`config.mk`:
```
export PLATFORM = sky130hd
export DESIGN_NAME = iec958_subframe_formatter_top
export DESIGN_NICKNAME = d
export VERILOG_FILES = /design/src/sv/iec958sf_pkg.sv /design/src/sv/iec958_subframe_formatter_top.sv /design/src/sv/iec958sf_cfg.sv /design/src/sv/iec958sf_ctr.sv /design/src/sv/iec958sf_fmt.sv
export SDC_FILE = /design/constraint.sdc
export NUM_CORES = 1
export LEC_CHECK = 0
export ABC_AREA = 1
export ABC_CLOCK_PERIOD_IN_PS = 6400
export BUFFER_PORTS_ARGS = -buffer_cell sky130_fd_sc_hd__buf_2
export CORE_ASPECT_RATIO = 1.1
export CORE_UTILIZATION = 26
export DETAILED_ROUTE_END_ITERATION = 16
export REMOVE_ABC_BUFFERS = 1
export SLEW_MARGIN = 20
export SYNTH_ARGS = -nofsm -noshare
export SYNTH_HDL_FRONTEND = slang
export SYNTH_SLANG_ARGS = --single-unit
```
`constraint.sdc`:
```
create_clock -name i_clk -period 6.4 [get_ports i_clk]
set_input_delay 0.64 -clock i_clk [delete_from_list [all_inputs] [get_ports i_clk]]
set_output_delay 0.64 -clock i_clk [all_outputs]
set_load 0.02 [all_outputs]
```
`src/sv/iec958sf_pkg.sv`:
```
// Shared types and constants for the IEC 60958 subframe formatter.
package iec958sf_pkg;

    localparam int unsigned BLOCK_FRAMES = 192;
    localparam int unsigned MIN_CHANNELS = 2;
    localparam int unsigned CHAN_LIMIT   = 8;

    localparam int unsigned WORD_W     = 32;
    localparam int unsigned FRAME_W    = 8;
    localparam int unsigned CHAN_W     = 3;
    localparam int unsigned COUNT_W    = 4;
    localparam int unsigned CFG_IDX_W  = 3;
    localparam int unsigned CFG_DATA_W = 8;

    localparam logic MODE_REPACK = 1'b0;
    localparam logic MODE_SAMPLE = 1'b1;

    typedef enum logic [CFG_IDX_W-1:0] {
        CFG_FORMAT_MODE   = 3'd0,
        CFG_CHANNEL_COUNT = 3'd1,
        CFG_STATUS_BYTE0  = 3'd2,
        CFG_STATUS_BYTE1  = 3'd3,
        CFG_STATUS_BYTE2  = 3'd4,
        CFG_STATUS_BYTE3  = 3'd5
    } t_cfg_idx;

    typedef struct packed {
        logic                  mode;
        logic [COUNT_W-1:0]    count;
        logic [3:0][7:0]       status;
    } t_cfg;

    typedef struct packed {
        logic [FRAME_W-1:0] frame;
        logic [CHAN_W-1:0]  chan;
    } t_pos;

endpackage

```
`src/sv/iec958_subframe_formatter_top.sv`:
```
// Top level of the IEC 60958 subframe formatter.
//
// Input channel: i_in_valid / o_in_stall carry one 32-bit audio word
// (i_sample_in) per transaction. Output channel: o_out_valid / i_out_stall
// carry one formatted subframe word (o_word_out) per input transaction, in
// order. A transaction completes on a rising edge with valid high, stall low.
// A word taken into the input register moves to the result register, which
// drives o_word_out. Throughput: one transaction per cycle when not stalled;
// an input register and a result register sit either side of the formatting
// logic, so a new word is taken while a finished one still waits at the
// output. When the receiver stalls, the result holds, the input register
// fills and then o_in_stall rises until the output moves again.
// Configuration is written through i_cfg_we / i_cfg_index / i_cfg_data while
// no word is in flight. Sample mode advances the frame and channel counters;
// repack mode leaves them alone.
// Reset (synchronous, i_rst_n low) empties both registers, clears the frame
// and channel counters and loads repack mode, two channels, status bytes zero.
module iec958_subframe_formatter_top
    import iec958sf_pkg::*;
(
    input  logic                  i_clk,
    input  logic                  i_rst_n,
    input  logic                  i_in_valid,
    output logic                  o_in_stall,
    input  logic [WORD_W-1:0]     i_sample_in,
    output logic                  o_out_valid,
    input  logic                  i_out_stall,
    output logic [WORD_W-1:0]     o_word_out,
    input  logic                  i_cfg_we,
    input  logic [CFG_IDX_W-1:0]  i_cfg_index,
    input  logic [CFG_DATA_W-1:0] i_cfg_data
);

    t_cfg              cfg;
    t_pos              pos;
    logic              r_s1_valid;
    logic [WORD_W-1:0] r_s1_sample;
    logic              r_out_valid;
    logic [WORD_W-1:0] r_out_word;
    logic [WORD_W-1:0] n_out_word;
    logic              out_adv;
    logic              ctr_adv;

    assign out_adv    = !r_out_valid || !i_out_stall;
    assign o_in_stall = r_s1_valid && !out_adv;
    assign ctr_adv    = r_s1_valid && out_adv && (cfg.mode == MODE_SAMPLE);

    iec958sf_cfg u_cfg (
        .i_clk       (i_clk),
        .i_rst_n     (i_rst_n),
        .i_cfg_we    (i_cfg_we),
        .i_cfg_index (i_cfg_index),
        .i_cfg_data  (i_cfg_data),
        .o_cfg       (cfg)
    );

    iec958sf_ctr u_ctr (
        .i_clk   (i_clk),
        .i_rst_n (i_rst_n),
        .i_adv   (ctr_adv),
        .i_count (cfg.count),
        .o_pos   (pos)
    );

    iec958sf_fmt u_fmt (
        .i_sample (r_s1_sample),
        .i_cfg    (cfg),
        .i_pos    (pos),
        .o_word   (n_out_word)
    );

    always_ff @(posedge i_clk) begin
        if (!i_rst_n) begin
            r_s1_valid  <= 1'b0;
            r_out_valid <= 1'b0;
        end else begin
            if (!o_in_stall) begin
                r_s1_valid <= i_in_valid;
            end
            if (out_adv) begin
                r_out_valid <= r_s1_valid;
            end
        end
    end

    always_ff @(posedge i_clk) begin
        if (!o_in_stall && i_in_valid) begin
            r_s1_sample <= i_sample_in;
        end
        if (out_adv && r_s1_valid) begin
            r_out_word <= n_out_word;
        end
    end

    assign o_out_valid = r_out_valid;
    assign o_word_out  = r_out_word;

    // the input side only backs up behind a held result
    a_stall_cause : assert property (@(posedge i_clk) disable iff (!i_rst_n)
        o_in_stall |-> (o_out_valid && i_out_stall))
        else $error("input stalled without a held result");

    // position moves only when a sample-mode word passes to the output
    a_pos_hold : assert property (@(posedge i_clk) disable iff (!i_rst_n)
        !ctr_adv |=> $stable(pos))
        else $error("frame/channel position changed without a word");

    a_frame_range : assert property (@(posedge i_clk) disable iff (!i_rst_n)
        pos.frame < FRAME_W'(BLOCK_FRAMES))
        else $error("frame index beyond block length");

    a_top_bits : assert property (@(posedge i_clk) disable iff (!i_rst_n)
        o_out_valid |-> (o_word_out[31:29] == 3'b000))
        else $error("formatted word has bits set above block start");

endmodule

```
`src/sv/iec958sf_cfg.sv`:
```
// Configuration register file: format mode, channel count and status bytes.
module iec958sf_cfg
    import iec958sf_pkg::*;
(
    input  logic                  i_clk,
    input  logic                  i_rst_n,
    input  logic                  i_cfg_we,
    input  logic [CFG_IDX_W-1:0]  i_cfg_index,
    input  logic [CFG_DATA_W-1:0] i_cfg_data,
    output t_cfg                  o_cfg
);

    t_cfg r_cfg;
    t_cfg n_cfg;

    always_comb begin
        n_cfg = r_cfg;
        if (i_cfg_we) begin
            unique case (t_cfg_idx'(i_cfg_index))
                CFG_FORMAT_MODE:   n_cfg.mode      = i_cfg_data[0];
                CFG_CHANNEL_COUNT: n_cfg.count     = i_cfg_data[COUNT_W-1:0];
                CFG_STATUS_BYTE0:  n_cfg.status[0] = i_cfg_data;
                CFG_STATUS_BYTE1:  n_cfg.status[1] = i_cfg_data;
                CFG_STATUS_BYTE2:  n_cfg.status[2] = i_cfg_data;
                CFG_STATUS_BYTE3:  n_cfg.status[3] = i_cfg_data;
                default:           n_cfg = r_cfg;
            endcase
        end
    end

    always_ff @(posedge i_clk) begin
        if (!i_rst_n) begin
            r_cfg.mode   <= MODE_REPACK;
            r_cfg.count  <= COUNT_W'(MIN_CHANNELS);
            r_cfg.status <= '0;
        end else begin
            r_cfg <= n_cfg;
        end
    end

    assign o_cfg = r_cfg;

endmodule

```
`src/sv/iec958sf_ctr.sv`:
```
// Frame and channel position counters within the 192-frame block.
module iec958sf_ctr
    import iec958sf_pkg::*;
(
    input  logic               i_clk,
    input  logic               i_rst_n,
    input  logic               i_adv,
    input  logic [COUNT_W-1:0] i_count,
    output t_pos               o_pos
);

    t_pos               r_pos;
    t_pos               n_pos;
    logic [COUNT_W-1:0] count_c;
    logic [COUNT_W-1:0] chan_inc;

    always_comb begin
        // out-of-range counts clamp to the supported range
        if (i_count < COUNT_W'(MIN_CHANNELS)) begin
            count_c = COUNT_W'(MIN_CHANNELS);
        end else if (i_count > COUNT_W'(CHAN_LIMIT)) begin
            count_c = COUNT_W'(CHAN_LIMIT);
        end else begin
            count_c = i_count;
        end

        chan_inc = {1'b0, r_pos.chan} + COUNT_W'(1);
        n_pos    = r_pos;
        if (i_adv) begin
            // count lowered mid-frame: a channel already past it ends the frame
            if (chan_inc >= count_c) begin
                n_pos.chan = '0;
                if (r_pos.frame == FRAME_W'(BLOCK_FRAMES - 1)) begin
                    n_pos.frame = '0;
                end else begin
                    n_pos.frame = r_pos.frame + FRAME_W'(1);
                end
            end else begin
                n_pos.chan = chan_inc[CHAN_W-1:0];
            end
        end
    end

    always_ff @(posedge i_clk) begin
        if (!i_rst_n) begin
            r_pos <= '0;
        end else begin
            r_pos <= n_pos;
        end
    end

    assign o_pos = r_pos;

endmodule

```
`src/sv/iec958sf_fmt.sv`:
```
// Subframe word assembly: repack or build from sample, status bit and parity.
module iec958sf_fmt
    import iec958sf_pkg::*;
(
    input  logic [WORD_W-1:0] i_sample,
    input  t_cfg              i_cfg,
    input  t_pos              i_pos,
    output logic [WORD_W-1:0] o_word
);

    logic [7:0] cs_byte;
    logic [3:0] chan_no;
    logic       cs;
    logic       blk_start;

    always_comb begin
        chan_no = {1'b0, i_pos.chan} + 4'd1;
        cs_byte = 8'd0;
        // only frames 0..31 carry status bits
        if (i_pos.frame[7:5] == 3'd0) begin
            cs_byte = i_cfg.status[i_pos.frame[4:3]];
            if (i_pos.frame[4:3] == 2'(CFG_STATUS_BYTE2 - CFG_STATUS_BYTE0)) begin
                cs_byte[7:4] = chan_no;
            end
        end
        cs        = cs_byte[i_pos.frame[2:0]];
        blk_start = (i_pos.frame == '0) && (i_pos.chan == '0);

        if (i_cfg.mode == MODE_REPACK) begin
            // flags and audio shift down; preamble block-start lands on bit 28
            o_word = {3'b000, i_sample[3], i_sample[31:4]};
        end else begin
            o_word = {3'b000, blk_start, ^{cs, i_sample[23:0]}, cs, 2'b00,
                      i_sample[23:0]};
        end
    end

endmodule

```
* Word-level counts from Yosys, hierarchy flattened
Index checks and enable logic that the tools add are counted.
** Word-level totals
- Bits in registers :: 114
- Latch bits :: 0
- RAM bits :: 0
- Memory bits (read-only) :: 0
- Bits of input ports :: 48
- Output and inout bits :: 34
- Word-level logic and storage cells :: 60
- Memories :: 0
** Cells by class
- Add/subtract/negate cells :: 2
- $mul :: 0
- Div/mod/pow operators :: 0
- Magnitude comparators :: 5
- Eq/ne operators :: 7
- Shift-type cells :: 0
- Muxes and demuxes :: 11
- Bitwise logic cells :: 0
- Reduce and logical (&&, ||, !) cells :: 22
** Operators by type and width (number)
- $mux 29 :: 1
- $reduce_xor 25->1 :: 1
- $mux 8 :: 3
- $bmux 8 s2 :: 1
- $reduce_and 2->1 :: 7
- $mux 4 :: 3
- $logic_not 3->1 :: 3
- $add 8x1->8 const B :: 1
- $eq 8x8->1 const B :: 1
- $logic_not 8->1 :: 1
- $eq 3x2->1 const B :: 2
- $eq 3x3->1 const B :: 2
- $logic_and 1x1->1 :: 5
- $add 3x1->4 const B :: 1
- $ge 4x4->1 :: 1
- $gt 4x4->1 const B :: 1
- $logic_not 1->1 :: 4
- $lt 3x4->1 const B :: 1
- $lt 4x2->1 const B :: 1
- $bmux 1 s3 :: 1
- $eq 3x1->1 const B :: 1
- $lt 2x3->1 const B :: 1
- $mux 3 :: 1
- $eq 2x2->1 const B :: 1
- other kinds (2) :: 2

* Longest topological paths before layout
Gate-level depths: netlist of the first run.
- Word-level depth :: 8
- Gate-level depth with buffers :: 13
- Mapped depth without buffers :: 13

* Modules after synthesis
A second synthesis of the first run with hierarchy kept.
** Second synthesis, totals
- Cells, all modules :: 715
- Area total of the unflattened synthesis :: 5684.2 um^2
** Modules (own cells, without submodules)
- iec958_subframe_formatter_top :: instances 1, cells an instance 78, area an instance 2023.2 um^2, sequential area each 1961.9 um^2
- iec958sf_cfg :: instances 1, cells an instance 222, area an instance 1545.2 um^2, sequential area each 740.7 um^2
- iec958sf_fmt :: instances 1, cells an instance 302, area an instance 1346.3 um^2, sequential area each 0.0 um^2
- iec958sf_ctr :: instances 1, cells an instance 113, area an instance 769.5 um^2, sequential area each 220.2 um^2

* Least setup slack after synthesis of the first run
OpenSTA, ideal clock, no wires.
- Path type :: input to register
- Start point :: input i_out_stall
- End point :: register u_ctr.r_pos (netlist bit u_ctr.o_pos[8])
- Library setup time :: 118 ps
- Arrival :: 2372 ps
- Data required time :: 6282 ps
- Setup slack :: 3910 ps
- Stages on the path :: 9
- Path buffers :: 0
- Cell sequence :: a21oi_2 -> nand2_2 -> clkinv_2 -> nand2_4 -> inv_2 -> nand2_1 -> nor2_1 -> xor2_1 -> nor2_1
** Between the ends
- Longest elaborated chain between the ends :: 5
** Ends and longest elaborated chain
- start, declared :: line iec958_subframe_formatter_top.sv:27 : input logic i_out_stall,
- $logic_not 1->1 :: line iec958_subframe_formatter_top.sv:44 : assign out_adv = !r_out_valid || !i_out_stall;
- $logic_or 1x1->1 :: line iec958_subframe_formatter_top.sv:44
- $logic_and 1x1->1 (2 in series) :: line iec958_subframe_formatter_top.sv:46 : assign ctr_adv = r_s1_valid && out_adv && (cfg.mode == MODE_SAMPLE);
- $reduce_and 2->1 (no source line)
- end signal, assigned :: line iec958sf_ctr.sv:48 : r_pos <= n_pos;
- end, declared :: line iec958sf_ctr.sv:12 : t_pos r_pos;
No other way between the ends.
A chain may end at the register's enable or synchronous reset.

* Final worst setup path of the first run
- Start point :: register u_ctr.r_pos (netlist bit u_ctr.o_pos[0])
- End point :: register u_ctr.r_pos (netlist bit u_ctr.o_pos[8])
** Between the ends
- Longest elaborated chain between the ends :: 3
** Ends and longest elaborated chain
- $add 3x1->4 :: line iec958sf_ctr.sv:27 : chan_inc = {1'b0, r_pos.chan} + COUNT_W'(1);
- $ge 4x4->1 :: line iec958sf_ctr.sv:31 : if (chan_inc >= count_c) begin
- $reduce_and 2->1 (no source line)
No other way between the ends.

==> results of run 1 <==
power breakdown:
group	total, mW	internal (mW)	leakage (nW)	switching [mW]
registers	0.776	0.761	0.958	0.0155
clock network	0.581	0.333	0.159	0.248
logic	0.139	0.0474	1.47	0.0918
flip-flops by register name, indices dropped and copies added, names as in the netlist:
| register | flops |
|---|---|
| o_out_valid | 1 |
| u_cfg.o_cfg | 33 |
| o_word_out | 29 |
| r_s1_valid | 1 |
| u_ctr.o_pos | 11 |
| r_s1_sample | 32 |
cells in the final DEF, fill, tap and decap left out, types with 11 or more instances in the layout:
cell and n:
a21oi_1 19, buf_2 78, clkbuf_16 11, dfxtp_1 46
edfxtp_1 61, inv_1 61, nand2_1 167, nand3_1 17
nand4_1 12, nor2_1 74, o21ai_0 63
critical path: cells and delay by family, from the launching register on:
family / cells / cell delay, ns
fa+ha+maj: 2 / 0.67
simple gates: 6 / 0.56
flops: 1 / 0.38
buf+inv: 3 / 0.24
xor+xnor: 1 / 0.18
compound gates: 1 / 0.11
final cells by class:
class / instances / share of cell area, %
flip-flops and latches: 107 / 46.3
multi-input cells: 398 / 32.0
repair buffers: 81 / 6.94
clock buffers: 14 / 5.15
well taps: 243 / 5.11
inverters: 68 / 4.31
clock inverters: 2 / 0.231
layer usage:
layer  up-vias  global-route usage (%)  share of wire, %  wire length (um)
li1       2054                       -                 -                 -
met1      1802                    14.9                45              5110
met2       106                    20.5                48              5390
met3        15                    3.38               5.5               623
met4         0                    4.38               1.7               189
met5         -                       0                 0                 0
metrics by stage:
stage          hold WS (ns)  utilization (%)  instance area (um2)  std cells
2_1_floorplan         0.429                -                 4900        573
3_3_place_gp          0.450             30.3                 5630        897
3_5_place_dp          0.454             30.3                 5630        897
4_1_cts               0.436             32.0                 5950        913
5_1_grt               0.437             32.0                 5950        913
6_report              0.457             32.0                 5950        913
cell families (layout without fill, tap and decap cells):
kind of cell / after synthesis / count (layout) / synth area share, %
and+or+nand+nor: 287 / 287 / 24.5
AOI/OAI and AO/OA: 92 / 92 / 9.87
buffers and inverters: 83 / 165 / 6.83
xor gates and xnor gates: 8 / 8 / 1.41
DFF: 107 / 107 / 55.3
adders and majority gates: 8 / 8 / 2.01
other: 1 / 3 / 0.0753
how the worst max path moves through the flow:
| stage | slack [ns] | cells past startpoint | endpoint |
|---|---|---|---|
| floorplan | 3.91 | 9 | u_ctr.o_pos[8]$_SDFFE_PN0P_ |
| global placement | 4.11 | 11 | u_ctr.o_pos[8]$_SDFFE_PN0P_ |
| detailed placement | 4.08 | 11 | u_ctr.o_pos[8]$_SDFFE_PN0P_ |
| CTS | 4.15 | 12 | u_ctr.o_pos[7]$_SDFFE_PN0P_ |
| global route | 4.01 | 12 | u_ctr.o_pos[7]$_SDFFE_PN0P_ |
| finish | 4.15 | 13 | u_ctr.o_pos[8]$_SDFFE_PN0P_ |
==> summary.txt, run 1 <==
Clk root buf - clkbuf_16
Pleak - 2.59 nW
Routed WL per cell - 12.4 um
Top post-synthesis cells by area - edfxtp_1 37%, dfxtp_1 18%, nand2_1 13%
Detailed Place HPWL - 8.15 mm
Netlist cell types - 39
Worst-Skew Late Latency - 0.35 ns
Area Growth Syn to Fin - 19.4%
Post-CTS setup buffer count - 0
Reg2reg end - u_ctr.o_pos[8]$_SDFFE_PN0P_
Overall Global Routing Usage - 12.3%
Routed Antenna Nets - 0
Core Rows - 52
DP Worst Slack - 4.08 ns
Cell taking the most area after synthesis - edfxtp_1
Crit share post-route - 35.1%
Arr. time, crit path - 2.49 ns
Predominant post-synthesis flop cell - edfxtp_1
Largest net degree at the start of global routing - 40
Wire length of the first global-routing pass - 18.6 mm
Number of buffers created by CTS - 9
Initial Utilization - 26.8%
Die Y - 147 um
Vias in the first global route - 3755
Synthesis Warnings - 0
Max-Cap Viols - 0
Port Buffer Count - 78
Register area - 2750 um2
Final Hold Viols - 0
Post-CTS Hold Fix Bufs - 0
Hold path startpoint - i_sample_in[1]
Hold Crit Depth - 1
Worst min path class - in2reg
Worst Path Max Fanout - 7
Most instantiated cells after synthesis - 167 x nand2_1, 74 x nor2_1, 63 x o21ai_0, 61 x edfxtp_1, 61 x inv_1
Max-slew violation count - 0
RSZ-0062 raised after global routing - false
DRC - 0
Area of the multi-input gates - 1900 um2
Crit path from - u_ctr.o_pos[0]$_SDFFE_PN0P_
Final min period - 2.25 ns
Top-count cell post-synth - nand2_1
Reg2reg path depth - 13
Clk_skew - 0.00829 ns
Mapped Area - 4980 um2
Crit end category - flop
Clock Sinks - 107
Via count - 3977
Slew HR - 54.7%
Synth async-reset ratio - 0%
DIE WIDTH - 134 um
TritonRoute pass-1 iters - 5
Slowest cell on the critical path - dfxtp_1
Clock buffer depth - 2
Nets - 721
Slew @ Worst Pin - 0.678 ns
Die area - 19700 um2
Antenna cells - 0
Status - finished clean
First DRT Iteration DRCs - 202
CTS tree - built
Crit Path Category - reg2reg
Initial antenna violation count - 0
Vias per cell - 4.36
Mapped Cells - 586
Hold Crit Endpoint - r_s1_sample[1]$_DFFE_PP_
RePlAce Congestion - 0.828
Achievable clock frequency - 445 MHz
VDD IR max - 0.000151 V
Fillers - 1984
WL final - 11.3 mm
Global route overflow - 0
Final worst slack - 4.15 ns
Ports - 82
Post-synth EDFFs - 61
Worst R2R Setup Slack - 4.15 ns
Clock H-tree levels - 3
Reg clk slew, reported paths - 0.07 ns
Resized Gates After CTS - 0
Tot Pwr - 1.50 mW
Core footprint - 18600 um2
Setup TNS - 0 ns
Power density cells - 251 nW/um2
Yosys top cell area share - 36.8%
Fraction of final layout cells sized beyond drive strength 1 - 17.3%
CP startpoint kind - flop
CP max stage delay - 0.38 ns
Final setup violation count - 0
Worst flop-to-flop path startpoint - u_ctr.o_pos[0]$_SDFFE_PN0P_
Average size of a mapped cell - 8.50 um2
FF+latch count, synth - 107
Register area share after synthesis - 55.3%
Crit-path cells - inv_1 -> ha_1 -> ha_1 -> inv_1 -> o21bai_1 -> nand3_1 -> nand3_1 -> nand2_4 -> inv_2 -> nand2_1 -> nor2_1 -> xor2_1 -> nor2_1
Endpoint required time on the critical path - 6.65 ns
(Power assumes the default switching activity.)
==> run 2, diff against run 1 <==
--- a/config.mk
+++ b/config.mk
@@ -5,8 +5,8 @@
 export SDC_FILE = /design/constraint.sdc
 export NUM_CORES = 1
 export LEC_CHECK = 0
-export ABC_AREA = 1
-export ABC_CLOCK_PERIOD_IN_PS = 6400
+export ABC_AREA = 0
+export ABC_CLOCK_PERIOD_IN_PS = 1900
 export BUFFER_PORTS_ARGS = -buffer_cell sky130_fd_sc_hd__buf_2
 export CORE_ASPECT_RATIO = 1.1
 export CORE_UTILIZATION = 26
==> constraint.sdc (replaced) <==
create_clock -name i_clk -period 1.9 [get_ports i_clk]
set_input_delay 0.19 -clock i_clk [delete_from_list [all_inputs] [get_ports i_clk]]
set_output_delay 0.19 -clock i_clk [all_outputs]
set_load 0.02 [all_outputs]
==> run 2 against run 1 <==
The flow now finishes with violations (setup timing). Wire length fell by 1.5%. Final cell count down 16%. Synthesized area down 4.9%. Via count shrank 14%. Critical path depth shrank 4. Register-to-register slack got worse by 4.4 ns. Critical endpoint is now u_ctr.o_pos[10]$_SDFFE_PN0P_. Count of clock-buffer cells in the layout down 3. Highest routed layer unchanged. Non-clock buffer count increased by 56.
==> summary.txt, run 2 <==
Reg clk slew, reported paths - 0.07 ns (about the same)
Power density cells - 789 nW/um2 (+210%)
Clk root buf - clkbuf_16
Worst Path Buf+Inv - 1 (-2)
Yosys top cell area share - 38.7% (+1.9 points)
Reg2reg path depth - 9 (-4)
Crit path top cell by count - a21o_1
Status - finished, violations left
Ports - 82 (unchanged)
Arr. time, crit path - 2.35 ns (-0.14 ns)
Core Rows - 51 (-1.9%)
Clk_skew - 0.00580 ns (-0.00249 ns)
RSZ-0062 raised after global routing - true
Worst min path class - in2reg
Number of buffers created by CTS - 9 (unchanged)
Post-synth EDFFs - 61 (unchanged)
Vias in the first global route - 3510 (-6.5%)
Initial Utilization - 26.7% (-0.079 points)
Slew @ Worst Pin - 0.561 ns (-0.118 ns)
Fraction of final layout cells sized beyond drive strength 1 - 37.3% (+20 points)
CTS tree - built
DIE WIDTH - 131 um (-2.5%)
Max reg flops - 33 (unchanged)
Vias per cell - 4.45 (+2.1%)
Commonest cells after routing, fill and taps aside - 78 x buf_2, 61 x edfxtp_1, 53 x nand2_1
Routed Antenna Nets - 0 (unchanged)
Wire length of the first global-routing pass - 17.3 mm (-6.7%)
Worst-Skew Late Latency - 0.36 ns (about the same)
Final setup violation count - 13 (+13)
Crit end category - flop
First DRT Iteration DRCs - 159 (-21%)
Via count - 3421 (-14%)
Final Hold Viols - 0 (unchanged)
Antenna cells - 0 (unchanged)
Synthesis Warnings - 0 (unchanged)
Clock H-tree levels - 3 (unchanged)
Netlist cell types - 53 (+36%)
Endpoint required time on the critical path - 2.14 ns (-4.51 ns)
RePlAce Congestion - 0.792 (-4.3%)
Crit-path cells - o211a_1 -> ha_1 -> nand2b_4 -> a21o_1 -> a21o_1 -> a21oi_4 -> buf_4 -> o31a_1 -> a31oi_1
Worst Path Max Fanout - 5 (-2)
Max-Cap Viols - 0 (unchanged)
Clock Sinks - 107 (unchanged)
Achievable clock frequency - 474 MHz (+6.6%)
Violated checks - setup timing
Global route overflow - 0 (unchanged)
Die Y - 144 um (-2.5%)
Predominant post-synthesis flop cell - edfxtp_1
FF+latch count, synth - 107 (unchanged)
Hold Crit Depth - 1 (unchanged)
Routed WL per cell - 14.5 um (+17%)
CP startpoint kind - flop
Critical path's top delay family - compound AO/OA/AOI/OAI gates
Area Growth Syn to Fin - 32.5%
Largest net degree at the start of global routing - 33 (-18%)
Synth async-reset ratio - 0% (unchanged)
Top post-synthesis cells by area - edfxtp_1 39%, dfxtp_1 19%, mux2_2 5.7%
Most instantiated cells after synthesis - 61 x edfxtp_1, 53 x nand2_1, 46 x dfxtp_1, 30 x a21oi_1, 24 x mux2_2
Die area - 18800 um2 (-4.9%)
WL final - 11.1 mm (-1.5%)
Top-count cell post-synth - edfxtp_1
VDD IR max - 0.000507 V (+240%)
Crit Path Category - reg2reg
DRC - 0 (unchanged)
Average size of a mapped cell - 11.9 um2 (+40%)
Clock buffer depth - 2 (unchanged)
TritonRoute pass-1 iters - 4 (-1)
Register area share after synthesis - 58.1% (+2.9 points)
Crit share post-route - 111% (+76 points)
Detailed Place HPWL - 7.98 mm (-2.1%)
Final min period - 2.11 ns (-0.138 ns)
Core footprint - 17700 um2 (-4.7%)
CP max stage delay - 0.33 ns (-0.05 ns)
Max-slew violation count - 0 (unchanged)
Slowest cell on the critical path - dfxtp_2
Initial antenna violation count - 0 (unchanged)
Most common library cell in the layout ignoring fill and taps - buf_2
Final worst slack - -0.208 ns (-4.36 ns)
Mapped Cells - 398 (-32%)
Pleak - 2.38 nW (-8.2%)
Cell taking the most area after synthesis - edfxtp_1
Mapped Area - 4730 um2 (-4.9%)
Critical Path Stages - 9 (-4)
Slew HR - 62.5% (+7.8 points)
Overall Global Routing Usage - 12.1% (-0.19 points)
Final Core Density - 35.4% (+3.4 points)
Port Buffer Count - 78 (unchanged)
Nets - 582 (-19%)
Tot Pwr - 4.95 mW (+230%)
-- run 2: changes by cell type in the layout (fill, tap and decap cells not counted), sizes merged, moves of 10 or more --
cell,before,now
inv,65,12
a21oi,21,31
nand4,12,1
o21ai,64,7
nand3,19,8
mux2i,0,18
nor2,76,23
mux2,0,24
nand2,170,53
buf,81,122
xnor2,5,20
dlygate4sd3,0,15
-- run 2: worst paths after layout --
check / start / endpoint / slack [ns]
worst max-delay path: u_cfg.o_cfg[34]$_SDFFE_PN0P_ / u_ctr.o_pos[10]$_SDFFE_PN0P_ / -0.21
worst max register to register: u_cfg.o_cfg[34]$_SDFFE_PN0P_ / u_ctr.o_pos[10]$_SDFFE_PN0P_ / -0.21
worst min register to register: u_cfg.o_cfg[9]$_SDFFE_PN0P_ / u_cfg.o_cfg[9]$_SDFFE_PN0P_ / 0.46
worst min-delay path: i_sample_in[16] / r_s1_sample[16]$_DFFE_PP_ / 0.01
-- run 2: cell type report --
type | count | area, um2
fill | 1772 | 11500
sequential | 107 | 2760
multi-input combinational | 260 | 1990
timing repair buffer | 137 | 903
tap | 238 | 298
clock buffer | 11 | 243
inverter | 11 | 41.3
clock inverter | 5 | 37.5
-- run 2: report_power, final --
| part | internal, mW | total [mW] | switching [mW] |
|---|---|---|---|
| Sequential | 2.55 | 2.60 | 0.0499 |
| Combinational | 0.300 | 0.570 | 0.270 |
| Clock | 0.933 | 1.78 | 0.848 |
| Total | 3.78 | 4.95 | 1.17 |
-- run 2: cell families after synthesis --
logic type | after synthesis | share of synthesized area, %
AOI/OAI and AO/OA | 62 | 8.17
xor gates and xnor gates | 25 | 4.92
adders and majority gates | 8 | 2.11
buffers and inverters | 33 | 3.25
DFF | 107 | 58.1
muxes | 47 | 11.9
other | 1 | 0.0792
and+or+nand+nor | 115 | 11.4
-- run 2: repair_timing --
action,CTS,global route
pin swaps,7,11
setup buffers,2,1
endpoints found under the setup margin,13,13
cloned,0,1
hold buffers,15,0
gates resized for setup,14,25
endpoints found under the hold margin,15,0
-- run 2: worst reg2reg max path, cell delays in order, from the launching register on --
cell	delay, ns
dfxtp_2	0.33
o211a_1	0.22
ha_1	0.29
nand2b_4	0.13
a21o_1	0.16
a21o_1	0.21
a21oi_4	0.25
buf_4	0.19
o31a_1	0.14
a31oi_1	0.08
-- run 2: metal layers --
| metal | routed length, um | vias up | share of wire [%] | track usage [%] |
|---|---|---|---|---|
| li1 | - | 1679 | - | - |
| met1 | 4700 | 1637 | 42 | 13.4 |
| met2 | 5570 | 92 | 50 | 21.3 |
| met3 | 691 | 13 | 6.2 | 3.83 |
| met4 | 187 | 0 | 1.7 | 4.48 |
| met5 | 0 | - | 0 | 0 |
-- run 2: per-stage QoR --
| stage | hold WS [ns] | cells | setup WS (ns) | setup TNS [ns] | area, um2 |
|---|---|---|---|---|---|
| after floorplan | 0.279 | 378 | -0.659 | -24.21 | 4630 |
| final | 0.0129 | 769 | -0.208 | -1.61 | 6270 |
| after global routing | 0.0000315 | 769 | -0.289 | -2.63 | 6270 |
| after CTS | 0.000277 | 767 | -0.142 | -0.872 | 6140 |
| after detailed placement | 0.368 | 734 | -0.301 | -2.50 | 5650 |
| after global placement | 0.369 | 734 | -0.273 | -1.77 | 5650 |
==> run 3, diff against run 2 <==
--- a/config.mk
+++ b/config.mk
@@ -9,8 +9,9 @@
 export ABC_CLOCK_PERIOD_IN_PS = 1900
 export BUFFER_PORTS_ARGS = -buffer_cell sky130_fd_sc_hd__buf_2
 export CORE_ASPECT_RATIO = 1.1
-export CORE_UTILIZATION = 26
+export CORE_UTILIZATION = 45
 export DETAILED_ROUTE_END_ITERATION = 16
+export PLACE_DENSITY = 0.65
 export REMOVE_ABC_BUFFERS = 1
 export SLEW_MARGIN = 20
 export SYNTH_ARGS = -nofsm -noshare
==> run 3 against run 2 <==
The flow still finishes with violations (setup timing). Clock skew grew 0.012 ns. Largest power group unchanged. Wire length shrank 5.7%. Register-to-register slack gained 0.02 ns. Sequential power is essentially flat. Hold slack gained 0.0058 ns. Maximum frequency grew 1.1%. Total power shrank 11%. Highest routed layer unchanged. Final cell count shrank 11%. Combinational power grew 3%. First-iteration DRC count shrank 29%. Worst setup slack gained 0.023 ns. Final area shrank 1.8%.
==> summary.txt, run 3 (same netlist as run 2, synthesis figures left out) <==
Status - finished, violations left
Violated checks - setup timing
Fraction of final layout cells sized beyond drive strength 1 - 34.9% (-2.4 points)
Achievable clock frequency - 480 MHz (+1.1%)
Vias in the first global route - 3408 (-2.9%)
Setup TNS - -1.43 ns (+0.183 ns)
Crit share post-route - 110% (-1.2 points)
Endpoint required time on the critical path - 2.19 ns (+0.05 ns)
Register share of total power - 59.1% (+6.6 points)
Routed WL per cell - 15.3 um (+5.6%)
Pint - 3.34 mW (-12%)
Final min period - 2.09 ns (-0.0232 ns)
Number of buffers created by CTS - 9 (unchanged)
Clock buffer depth - 2 (unchanged)
Worst-Skew Late Latency - 0.38 ns (+0.02 ns)
Die Y - 110 um (-24%)
Clk root buf - clkbuf_8
Detailed Place HPWL - 7.03 mm (-12%)
Crit end category - flop
Vias per cell - 5.01 (+13%)
Max reg flops - 33 (unchanged)
Via count - 3439 (+0.53%)
VDD IR max - 0.000328 V (-35%)
RePlAce Congestion - 0.854 (+7.8%)
Max-slew violation count - 0 (unchanged)
Clock H-tree levels - 3 (unchanged)
Commonest cells after routing, fill and taps aside - 78 x buf_2, 61 x edfxtp_1, 53 x nand2_1
Routed Antenna Nets - 0 (unchanged)
Final Core Density - 61.4% (+26 points)
Initial Utilization - 47.2% (+21 points)
Tot Pwr - 4.40 mW (-11%)
Slew @ Worst Pin - 0.592 ns (+0.0309 ns)
Area Growth Syn to Fin - 30.2%
Final Hold Viols - 0 (unchanged)
Overall Global Routing Usage - 19.9% (+7.8 points)
Slew HR - 60.4% (-2.1 points)
TritonRoute pass-1 iters - 4 (unchanged)
Combinational share of power - 13.4% (+1.9 points)
Most common library cell in the layout ignoring fill and taps - buf_2
Clock Sinks - 107 (unchanged)
Port Buffer Count - 78 (unchanged)
Core footprint - 10000 um2 (-43%)
RSZ-0062 raised after global routing - true
Hold_ws - 0.0187 ns (+0.00583 ns)
WL final - 10.5 mm (-5.7%)
Fillers - 849 (-52%)
Pleak - 2.32 nW (-2.4%)
CP startpoint kind - flop
Final worst slack - -0.185 ns (+0.0232 ns)
Core Rows - 38 (-25%)
Clk_skew - 0.0175 ns (+0.0117 ns)
Antenna cells - 0 (unchanged)
Wire length of the first global-routing pass - 16.5 mm (-4.5%)
Crit Path Category - reg2reg
DRC - 0 (unchanged)
Initial antenna violation count - 0 (unchanged)
Final setup violation count - 13 (unchanged)
Power density cells - 714 nW/um2 (-9.5%)
Ports - 82 (unchanged)
Max-Cap Viols - 0 (unchanged)
Global route overflow - 0 (unchanged)
Arr. time, crit path - 2.37 ns (+0.02 ns)
DIE WIDTH - 99.8 um (-24%)
Worst Path Max Fanout - 6 (+1)
Nets - 598 (+2.7%)
Sw frac - 24.1% (+0.48 points)
Sw power - 1.06 mW (-9.4%)
Die area - 10900 um2 (-42%)
Largest net degree at the start of global routing - 33 (unchanged)
Clock power share - 27.6% (-8.4 points)
First DRT Iteration DRCs - 113 (-29%)
Worst min path class - in2reg
CTS tree - built
Reg clk slew, reported paths - 0.10 ns (+0.03 ns)
[run 3: cell type report]
| type | instances | area, um2 | area share, % |
|---|---|---|---|
| clock buffer | 11 | 131 | 2.13 |
| clock inverter | 5 | 27.5 | 0.447 |
| inverter | 11 | 41.3 | 0.670 |
| multi-input combinational | 261 | 1970 | 31.9 |
| sequential | 107 | 2760 | 44.8 |
| tap | 140 | 175 | 2.84 |
| timing repair buffer | 152 | 1060 | 17.2 |
[run 3: power groups by stage]
| stage | sequential, mW | combinational, mW | clock (mW) |
|---|---|---|---|
| 2_1_floorplan | 2.68 | 0.263 | 0 |
| 3_3_place_gp | 2.65 | 0.512 | 0 |
| 3_5_place_dp | 2.65 | 0.521 | 0 |
| 4_1_cts | 2.60 | 0.583 | 1.26 |
| 5_1_grt | 2.61 | 0.632 | 1.34 |
| 6_report | 2.60 | 0.587 | 1.21 |
[run 3: metal layers]
metal / vias to the layer above / share of wire, % / GRT usage, %
met3: 9 / 3.5 / 3.94
met1: 1654 / 44 / 23.7
li1: 1702 / - / -
met4: 0 / 1.1 / 6.30
met5: - / 0 / 0
met2: 74 / 51 / 36.0
[run 3: final timing paths]
path,from,depth (start not counted),slack [ns],endpoint
hold reg to reg,u_cfg.o_cfg[8]$_SDFFE_PN0P_,2,0.46,u_cfg.o_cfg[8]$_SDFFE_PN0P_
hold / removal,i_sample_in[30],1,0.02,r_s1_sample[30]$_DFFE_PP_
setup / recovery,u_cfg.o_cfg[33]$_SDFFE_PN1P_,9,-0.19,u_ctr.o_pos[7]$_SDFFE_PN0P_
setup reg to reg,u_cfg.o_cfg[33]$_SDFFE_PN1P_,9,-0.19,u_ctr.o_pos[7]$_SDFFE_PN0P_
[run 3: timing repair]
action,4_1_cts,5_1_grt
hold buffers,31,0
gates resized for setup,18,13
buffers inserted,4,2
pin swaps,14,10
gates cloned,1,0
setup endpoints to repair,13,13
hold endpoints to repair,31,0
[run 3: worst max-delay path, cell delays in order (launching register included)]
cell	delay, ns
dfxtp_2	0.33
o211a_1	0.25
ha_4	0.26
nand2b_4	0.10
a21o_1	0.13
a21o_4	0.15
buf_6	0.10
a21oi_4	0.07
or4_1	0.47
a21oi_1	0.13
[run 3: stage by stage]
step | worst slack [ns] | cell area (um2) | instances
floorplan | -0.659 | 4630 | 378
CTS | -0.208 | 6080 | 685
finish | -0.185 | 6160 | 687
detailed placement | -0.413 | 5490 | 633
global route | -0.269 | 6160 | 687
global placement | -0.325 | 5490 | 633
